File: config.mk
export PLATFORM = sky130hd
export DESIGN_NAME = bmhq_ctrl
export DESIGN_NICKNAME = d
export VERILOG_FILES = /design/src/hw/rtl/bmhq_pkg.sv /design/src/hw/rtl/bmhq_ctrl.sv
export SDC_FILE = /design/constraint.sdc
export NUM_CORES = 1
export LEC_CHECK = 0
export BUFFER_PORTS_ARGS = -buffer_cell sky130_fd_sc_hd__buf_2
export CORE_MARGIN = 1
export CORE_UTILIZATION = 38
export CTS_CLUSTER_DIAMETER = 60
export DETAILED_ROUTE_END_ITERATION = 8
export PLACE_DENSITY = 0.7
export SKIP_CTS_REPAIR_TIMING = 1
export SLEW_MARGIN = 20
export SYNTH_ARGS = -nofsm -noshare
export SYNTH_HDL_FRONTEND = slang
export SYNTH_SLANG_ARGS = --single-unit
File: constraint.sdc
create_clock -name clk -period 3 [get_ports clk]
set_input_delay 0.6 -clock clk [delete_from_list [all_inputs] [get_ports clk]]
set_output_delay 0.6 -clock clk [all_outputs]
set_load 0.02 [all_outputs]
File: src/hw/rtl/bmhq_pkg.sv
`default_nettype none

package bmhq_pkg;

  localparam int NODE_W    = 16;
  localparam int DIST_W    = 31;
  localparam int OCC_W     = 11;
  localparam int REC_W     = 2 * NODE_W + DIST_W;
  localparam int S_TDATA_W = 64;
  localparam int M_TDATA_W = 80;
  localparam int M_USED_W  = REC_W + OCC_W;

  typedef struct packed {
    logic [DIST_W-1:0] distance;
    logic [NODE_W-1:0] to_node;
    logic [NODE_W-1:0] from_node;
  } rec_t;

  typedef enum logic [1:0] {
    ST_OK        = 2'd0,
    ST_POP_EMPTY = 2'd1,
    ST_PUSH_FULL = 2'd2
  } res_status_t;

  typedef enum logic [3:0] {
    S_IDLE,
    S_UP_CHK,
    S_UP_CMP,
    S_POP_TOP,
    S_POP_LAST,
    S_DN_CHK,
    S_DN_L,
    S_DN_R,
    S_DN_FIN,
    S_DONE
  } hq_state_t;

  typedef enum logic [2:0] {
    RD_ROOT,
    RD_PARENT,
    RD_LAST,
    RD_CH,
    RD_CH1
  } rd_sel_t;

  typedef enum logic [1:0] {
    WR_REC,
    WR_RD,
    WR_CAND
  } wr_sel_t;

  typedef struct packed {
    logic    load_in;
    logic    pos_init;
    logic    cnt_inc;
    logic    cnt_dec;
    logic    rd_en;
    rd_sel_t rd_sel;
    logic    wr_en;
    wr_sel_t wr_sel;
    logic    pos_half;
    logic    top_load;
    logic    rec_from_rd;
    logic    init_down;
    logic    best_load;
    logic    cand_from_best;
    logic    cand_is_right;
    logic    descend;
    logic    out_load;
  } hq_cmd_t;

  typedef struct packed {
    logic full;
    logic empty;
    logic pos_gt1;
    logic up_swap;
    logic ch_le_n;
    logic ch_lt_n;
    logic right_better;
    logic stop;
    logic cnt_nz;
    logic out_free;
  } hq_stat_t;

endpackage

`default_nettype wire

File: src/hw/rtl/bmhq_ctrl.sv
`default_nettype none

module bmhq_ctrl import bmhq_pkg::*; (
  input  wire logic     clk,
  input  wire logic     rst,
  input  wire logic     in_valid,
  input  wire logic     in_pop,
  input  wire hq_stat_t dst,
  output logic          in_ready,
  output hq_cmd_t       cmd
);

  hq_state_t state, state_next;

  always_ff @(posedge clk) begin
    if (rst) begin
      state <= S_IDLE;
    end else begin
      state <= state_next;
    end
  end

  always_comb begin
    state_next = state;
    cmd        = '0;
    in_ready   = (state == S_IDLE);
    case (state)
      S_IDLE: begin
        if (in_valid) begin
          cmd.load_in = 1'b1;
          if (!in_pop) begin
            if (dst.full) begin
              state_next = S_DONE;
            end else begin
              cmd.pos_init = 1'b1;
              cmd.cnt_inc  = 1'b1;
              state_next   = S_UP_CHK;
            end
          end else begin
            if (dst.empty) begin
              state_next = S_DONE;
            end else begin
              cmd.rd_en  = 1'b1;
              cmd.rd_sel = RD_ROOT;
              state_next = S_POP_TOP;
            end
          end
        end
      end
      S_UP_CHK: begin
        if (dst.pos_gt1) begin
          cmd.rd_en  = 1'b1;
          cmd.rd_sel = RD_PARENT;
          state_next = S_UP_CMP;
        end else begin
          cmd.wr_en  = 1'b1;
          cmd.wr_sel = WR_REC;
          state_next = S_DONE;
        end
      end
      S_UP_CMP: begin
        cmd.wr_en = 1'b1;
        if (dst.up_swap) begin
          // The parent drops into the hole and the hole climbs one level.
          cmd.wr_sel   = WR_RD;
          cmd.pos_half = 1'b1;
          state_next   = S_UP_CHK;
        end else begin
          cmd.wr_sel = WR_REC;
          state_next = S_DONE;
        end
      end
      S_POP_TOP: begin
        cmd.top_load = 1'b1;
        cmd.rd_en    = 1'b1;
        cmd.rd_sel   = RD_LAST;
        cmd.cnt_dec  = 1'b1;
        state_next   = S_POP_LAST;
      end
      S_POP_LAST: begin
        cmd.rec_from_rd = 1'b1;
        cmd.init_down   = 1'b1;
        state_next      = S_DN_CHK;
      end
      S_DN_CHK: begin
        if (dst.ch_le_n) begin
          cmd.rd_en  = 1'b1;
          cmd.rd_sel = RD_CH;
          state_next = S_DN_L;
        end else begin
          state_next = S_DN_FIN;
        end
      end
      S_DN_L: begin
        if (dst.ch_lt_n) begin
          cmd.best_load = 1'b1;
          cmd.rd_en     = 1'b1;
          cmd.rd_sel    = RD_CH1;
          state_next    = S_DN_R;
        end else if (dst.stop) begin
          state_next = S_DN_FIN;
        end else begin
          cmd.wr_en   = 1'b1;
          cmd.wr_sel  = WR_CAND;
          cmd.descend = 1'b1;
          state_next  = S_DN_CHK;
        end
      end
      S_DN_R: begin
        // The right child wins only when strictly smaller than the left.
        cmd.cand_from_best = !dst.right_better;
        cmd.cand_is_right  = dst.right_better;
        if (dst.stop) begin
          state_next = S_DN_FIN;
        end else begin
          cmd.wr_en   = 1'b1;
          cmd.wr_sel  = WR_CAND;
          cmd.descend = 1'b1;
          state_next  = S_DN_CHK;
        end
      end
      S_DN_FIN: begin
        if (dst.cnt_nz) begin
          cmd.wr_en  = 1'b1;
          cmd.wr_sel = WR_REC;
        end
        state_next = S_DONE;
      end
      S_DONE: begin
        if (dst.out_free) begin
          cmd.out_load = 1'b1;
          state_next   = S_IDLE;
        end
      end
      default: begin
        state_next = S_IDLE;
      end
    endcase
  end

endmodule

`default_nettype wire

======== Yosys cells after proc, flatten, opt, wreduce, memory -nomap -nowiden ========
Cells that the tools add are included.
word-level totals
  bits in latches ......................... 0
  bits in writable memories ............... 0
  output and inout port bits .............. 21
  memories kept ........................... 0
  bits in registers ....................... 4
  bits in read-only memories .............. 0
  input port bits ......................... 14
cells by class
  reductions and logical operators ........ 3
  order comparisons ....................... 0
  equal/unequal tests ..................... 11
  muxes and demuxes ....................... 40
  multipliers ............................. 0
  bitwise operators ....................... 0
  $add $sub $neg .......................... 0
  shift operators ......................... 0
  div/mod/pow operators ................... 0
operators by type and width
  kind                  number
  $mux W4               16
  $pmux W4 S10          1
  $pmux W4 S5           1
  $mux W3               6
  $eq A4 B3 Y1 const B  4
  $pmux W3 S5           1
  $mux W1               10
  $eq A4 B2 Y1 const B  2
  $eq A4 B4 Y1 const B  2
  $mux W2               4
  $eq A4 B1 Y1 const B  1
  $logic_not A4 Y1      1
  $ne A2 B2 Y1 const B  2
  $pmux W1 S2           1
  $reduce_and A2 Y1     1
  $logic_not A1 Y1      1

======== Longest topological paths before layout ========
Gate-level depths: netlist (run 1).
  depth in word-level cells ............... 4
  gate-level depth with buffers ........... 6

======== Worst setup path before layout (run 1) ========
Ideal clock, no wire load.
  kind .................................... reg2out
  start point ............................. reg state[2]
  end point ............................... out cmd[15] (netlist name)
  required time ........................... 2.400 ns
  stages on the path, launching flop included .. 5
  setup slack ............................. 0.785 ns
  arrival time ............................ 1.615 ns
  path through ............................ dfxtp_1 -> nor4_2 -> and2_1 -> nand2_1 -> nand3b_1
RTL lines
  item                    RTL line         text
  start, declared         bmhq_ctrl.sv:13  hq_state_t state, state_next;
  start signal, assigned  bmhq_ctrl.sv:19  state <= state_next;
  end, declared           bmhq_ctrl.sv:10  output hq_cmd_t cmd

==> results.sh, run 1 <==
export IMPL_cp_depth=4
export IMPL_grt_usage_pct=15.9
export IMPL_met2_length_um=687
export IMPL_skew_ns=0.00143
export IMPL_fin_cells=123
export IMPL_clk_path_buf_depth=2
export IMPL_wl_met1_um=651
export IMPL_syn_num_nets=93
export IMPL_period_share_pct=78.8
export IMPL_numCtsBuffers=3
export IMPL_vias_per_cell=5.34
export IMPL_met3WireLength_um=49
export IMPL_synth_area_leaders="dfxtp_1 (13%), buf_4 (6.2%), nand2b_1 (5.2%)"
export IMPL_drive_gt1_share_pct=43.9
export IMPL_place_gp_congestion=0.768
export IMPL_netlist_area_um2=603
export IMPL_rsz0062_at_grt="false"
export IMPL_diodes=0
export IMPL_switchingPower_mw=0.168
export IMPL_grt_pass1_vias=532
export IMPL_regMostFlops="state"
export IMPL_outcome="finished, final reports clean"
export IMPL_hold_path_class="input port to register"
export IMPL_register_area_um2=80.1
export IMPL_syn_to_final_growth_pct=23.7
export IMPL_max_freq_mhz=423
export IMPL_power_mw=0.363
export IMPL_drc_errors=0
export IMPL_p_leak_nw=0.373
export IMPL_p_clk_share_pct=17.9
export IMPL_cts_htree_levels=1
export IMPL_critPathRequiredTime_ns=2.40
export IMPL_fillers=149
export IMPL_synth_common_cells="nor2_1 (7), a21oi_1 (5), buf_4 (5), nand2_1 (5), nand2b_1 (5)"
export IMPL_utilization_pct=50.1
export IMPL_core_area_um2=1490
export IMPL_largest_reg_flops=4
export IMPL_drv_cap=0
export IMPL_grt_max_degree=23
export IMPL_die_h_um=41.8
export IMPL_final_hold_violation_count=0
export IMPL_slew_viol_final=0
export IMPL_rr_worst_depth=4
export IMPL_die_w_um=41.8
export IMPL_die_area_um2=1750
export IMPL_yosys_warnings=0
export IMPL_io_pins=35
export IMPL_max_stage_delay_ns=0.69
export IMPL_fin_tns_setup_ns=0
export IMPL_portBuffers=34
export IMPL_start_kind="register"
export IMPL_async_flop_share_pct=0
export IMPL_endpoint_kind="primary output"
export IMPL_crit_chain="nand2_2 > nor4b_2 > o21bai_1 > buf_2"
export IMPL_antenna_left=0
export IMPL_initial_core_util_pct=40.5
export IMPL_post_route_min_period_ns=2.36
export IMPL_yosysTopAreaCellShare_pct=13.3
export IMPL_dpl_hpwl_mm=1.06
export IMPL_clock_sinks=4
export IMPL_root_buffer="clkbuf_4"
export IMPL_yosysMostFrequentCell="nor2_1"
export IMPL_synth_edf_count=0
export IMPL_top_regs="state x4"
export IMPL_worstHoldPathCells=3
export IMPL_layout_nets=123
export IMPL_rows=14
export IMPL_switching_share_pct=46.1
export IMPL_maxUsedRoutingLayer="met3"
export IMPL_vdd_drop_max_v=0.000196
export IMPL_multi_input_area_um2=453
export IMPL_gr_total_overflow=0
export IMPL_cp_arrival_ns=1.76
export IMPL_wl_per_cell_um=11.3
export IMPL_antenna_found_initial=0
export IMPL_powerDensity_nw_per_um2=487
export IMPL_synth_yosys_seq_area_share_pct=13.3
export IMPL_ys_flop_type="dfxtp_1"
export IMPL_crit_family="flip-flops"
export IMPL_p_int_mw=0.196
export IMPL_via_count=657
export IMPL_routed_wl_mm=1.39
export IMPL_crit_type="register to primary output"
export IMPL_whs_ns=0.642
export IMPL_cts_tree="yes"
export IMPL_tightest_slew_ns=0.723
export IMPL_setup_viol=0
export IMPL_slowest_stage="dfxtp_1"
export IMPL_synth_cells=79
export IMPL_firstDrtPassIters=3
export IMPL_p_comb_share_pct=52.3
export IMPL_cts_clk_slew_worst_paths_ns=0.04
export IMPL_clk_latency_ns=0.23
export IMPL_synth_distinct_cells=34
export IMPL_max_slew_margin_pct=51.7
export IMPL_drtIter0Drc=10
export IMPL_path_buf_inv=1
export IMPL_grt_pass1_wl_mm=2.30
export IMPL_syn_avg_cell_area_um2=7.63
export IMPL_path_max_fanout=19
export IMPL_ys_ff_latch=4
export IMPL_netlist_top_cell_by_area="dfxtp_1"
export IMPL_dp_cells=120
export IMPL_p_seq_share_pct=29.8
-- area by class of cell --
type	instances	area share, %
timing repair buffer	34	22.8
clock buffer	3	3.02
multi-input combinational	66	60.7
tap	16	2.68
sequential	4	10.7
-- layout by cell type (no fill, tap or decap), drive strengths merged, types with 3 or more instances in the layout --
cell type | netlist | layout
nor3 | 4 | 4
nor2 | 8 | 8
clkbuf | 0 | 3
a21oi | 6 | 6
o21bai | 3 | 3
dfxtp | 4 | 4
nor4b | 4 | 4
and3 | 4 | 4
and3b | 3 | 3
nand2 | 6 | 6
nor2b | 4 | 4
nand2b | 5 | 5
buf | 9 | 34
-- final timing paths --
kind                                            start               endpoint  slack (ns)
worst max-delay path            state[1]$_SDFFE_PP0P_                cmd[11]        0.64
worst min-delay path                              rst  state[3]$_SDFFE_PP0P_        0.64
worst max register to register  state[3]$_SDFFE_PP0P_  state[1]$_SDFFE_PP0P_        1.35
worst min register to register  state[2]$_SDFFE_PP0P_  state[3]$_SDFFE_PP0P_        0.80
-- tightest hold or removal path, cell delays in order --
cell	delay [ns]
buf_2	0.09
a211o_2	0.10
a21oi_1	0.04
-- power groups by stage --
stage	logic [mW]	clock network, mW	registers (mW)
after global placement	0.190	0	0.109
final	0.190	0.0649	0.108
after detailed placement	0.191	0	0.109
after floorplan	0.191	0	0.0735
after global routing	0.207	0.0717	0.114
after CTS	0.192	0.0686	0.108
-- metrics by stage --
stage               worst slack, ns  cell area (um2)
floorplan                     0.785              603
global route                  0.500              746
finish                        0.635              746
global placement              0.924              723
CTS                           0.602              746
detailed placement            0.866              723
-- routing by layer --
metal,GRT usage [%],up-vias
met2,25.6,17
met4,1.94,0
met1,22.9,296
met5,0,-
li1,-,344
met3,2.61,0
-- kinds of logic (layout without fill, tap and decap cells) --
group / count (synthesis) / in the layout / synth area share [%]
AND/OR/NAND/NOR: 45 / 45 / 50.8
AO/OA/AOI/OAI: 20 / 20 / 22.6
flip-flops: 4 / 4 / 13.3
multiplexers: 1 / 1 / 1.66
buffers and inverters: 9 / 37 / 11.6
(Power assumes the default switching activity.)
==> run 2, diff against run 1 <==
clock period = 2.3 ns   (was 3 ns; I/O delays follow)
==> run 2 against run 1 <==
Die area is the same. Worst setup slack worse by 0.50 ns. Global-route usage increased by 3.2 points. Non-clock buffer count increased by 2. Cell count grew 1.6%. Sequential power grew 27%. Wire length is 9.1% higher. Sequential cell count stayed put. Sequential share of layout area hardly changed. Worst hold slack got worse by 0.14 ns. Clock-buffer cell count unchanged. Via count increased by 5.3%. Highest routed layer is now met4.
==> results.sh, run 2 (same netlist as run 1, synthesis figures left out) <==
export IMPL_outcome="finished, final reports clean"
export IMPL_final_hold_violation_count=0
export IMPL_diodes=0
export IMPL_syn_to_final_growth_pct=28.0
export IMPL_mostFrequentLayoutCells="buf_2 (34), nor2_1 (7), nand2b_1 (5), nand2_1 (5), a21oi_1 (5)"
export IMPL_top_regs="state x4"
export IMPL_numCtsBuffers=3
export IMPL_regMostFlops="state"
export IMPL_start_kind="register"
export IMPL_vias_per_cell=5.54
export IMPL_post_route_min_period_ns=2.16
export IMPL_gr_total_overflow=0
export IMPL_place_gp_congestion=0.777
export IMPL_core_area_um2=1490
export IMPL_portBuffers=34
export IMPL_grt_pass1_wl_mm=2.64
export IMPL_clk_latency_ns=0.23
export IMPL_cts_htree_levels=1
export IMPL_antenna_left=0
export IMPL_firstDrtPassIters=4
export IMPL_path_buf_inv=2
export IMPL_die_area_um2=1750
export IMPL_vdd_drop_max_v=0.000293
export IMPL_clk_path_buf_depth=2
export IMPL_drtIter0Drc=13
export IMPL_grt_max_degree=17
export IMPL_antenna_found_initial=0
export IMPL_largest_reg_flops=4
export IMPL_dp_cells=122
export IMPL_hold_path_class="input port to register"
export IMPL_period_share_pct=94.0
export IMPL_crit_chain="buf_4 > nor3_1 > nor2_1 > nand3b_1 > buf_2"
export IMPL_max_slew_margin_pct=61.8
export IMPL_setup_viol=0
export IMPL_die_w_um=41.8
export IMPL_endpoint_kind="primary output"
export IMPL_rsz0062_at_grt="false"
export IMPL_grt_pass1_vias=635
export IMPL_io_pins=35
export IMPL_critPathRequiredTime_ns=1.84
export IMPL_fin_tns_setup_ns=0
export IMPL_wl_per_cell_um=12.1
export IMPL_path_max_fanout=15
export IMPL_root_buffer="clkbuf_4"
export IMPL_skew_ns=0.00309
export IMPL_grt_usage_pct=19.2
export IMPL_cp_arrival_ns=1.70
export IMPL_slowest_stage="dfxtp_1"
export IMPL_fin_cells=125
export IMPL_drc_errors=0
export IMPL_powerDensity_nw_per_um2=652
export IMPL_dpl_hpwl_mm=1.13
export IMPL_die_h_um=41.8
export IMPL_crit_family="flip-flops"
export IMPL_p_leak_nw=0.388
export IMPL_drv_cap=0
export IMPL_clock_sinks=4
export IMPL_final_common_cell="buf_2"
export IMPL_layout_nets=125
export IMPL_slew_viol_final=0
export IMPL_rows=14
export IMPL_tightest_slew_ns=0.573
export IMPL_via_count=692
export IMPL_max_stage_delay_ns=0.67
export IMPL_power_mw=0.503
export IMPL_initial_core_util_pct=40.5
export IMPL_crit_type="register to primary output"
export IMPL_drive_gt1_share_pct=46.8
export IMPL_max_freq_mhz=463
export IMPL_cts_clk_slew_worst_paths_ns=0.04
export IMPL_cts_tree="yes"
export IMPL_routed_wl_mm=1.51
-- run 2: cell types whose count changed in the layout (fill, tap and decap cells not counted) --
cell,delta
nor4_2,-1
buf_4,+2
dfxtp_1,-2
dfxtp_2,+2
nor4_4,+1
-- run 2: worst min-delay path: cells and delay by family --
family	cells	cell delay, ns
compound gates	2	0.13
buf+inv	1	0.09
-- run 2: path summary, 6_finish.rpt --
| check | endpoint | slack, ns | startpoint | cells after the start |
|---|---|---|---|---|
| worst min-delay path | state[3]$_SDFFE_PP0P_ | 0.50 | rst | 3 |
| worst max register to register | state[3]$_SDFFE_PP0P_ | 0.70 | state[3]$_SDFFE_PP0P_ | 5 |
| worst max-delay path | cmd[15] | 0.14 | state[3]$_SDFFE_PP0P_ | 5 |
| worst min register to register | state[3]$_SDFFE_PP0P_ | 0.71 | state[2]$_SDFFE_PP0P_ | 2 |
-- run 2: routing by layer --
layer  GRT usage [%]  vias up  part of all wire [%]
li1                -      351                     -
met1            22.1      314                    44
met2            32.2       25                    51
met3            4.78        2                   4.4
met4            10.3        0                  0.92
met5               0        -                     0
-- run 2: final cells by class --
type / instances / area (um2)
well taps: 16 / 20.0
flip-flops and latches: 4 / 82.6
fillers: 152 / 717
repair buffers: 36 / 185
clock buffers: 3 / 22.5
multi-input cells: 66 / 462
-- run 2: per-stage QoR --
step | worst slack, ns | cell area, um2 | utilization [%] | hold slack [ns]
after floorplan | 0.225 | 603 | - | 0.619
after global placement | 0.381 | 738 | 49.6 | 0.736
after detailed placement | 0.299 | 738 | 49.6 | 0.736
after CTS | 0.0348 | 761 | 51.1 | 0.490
after global routing | 0.0227 | 772 | 51.8 | 0.483
final | 0.138 | 772 | 51.8 | 0.499
-- run 2: power by group --
group	switching (mW)	leakage [nW]	internal [mW]
clock	0.0277	0.0138	0.0583
sequential	0.0534	0.0336	0.0832
combinational	0.152	0.340	0.128
total	0.233	0.388	0.270
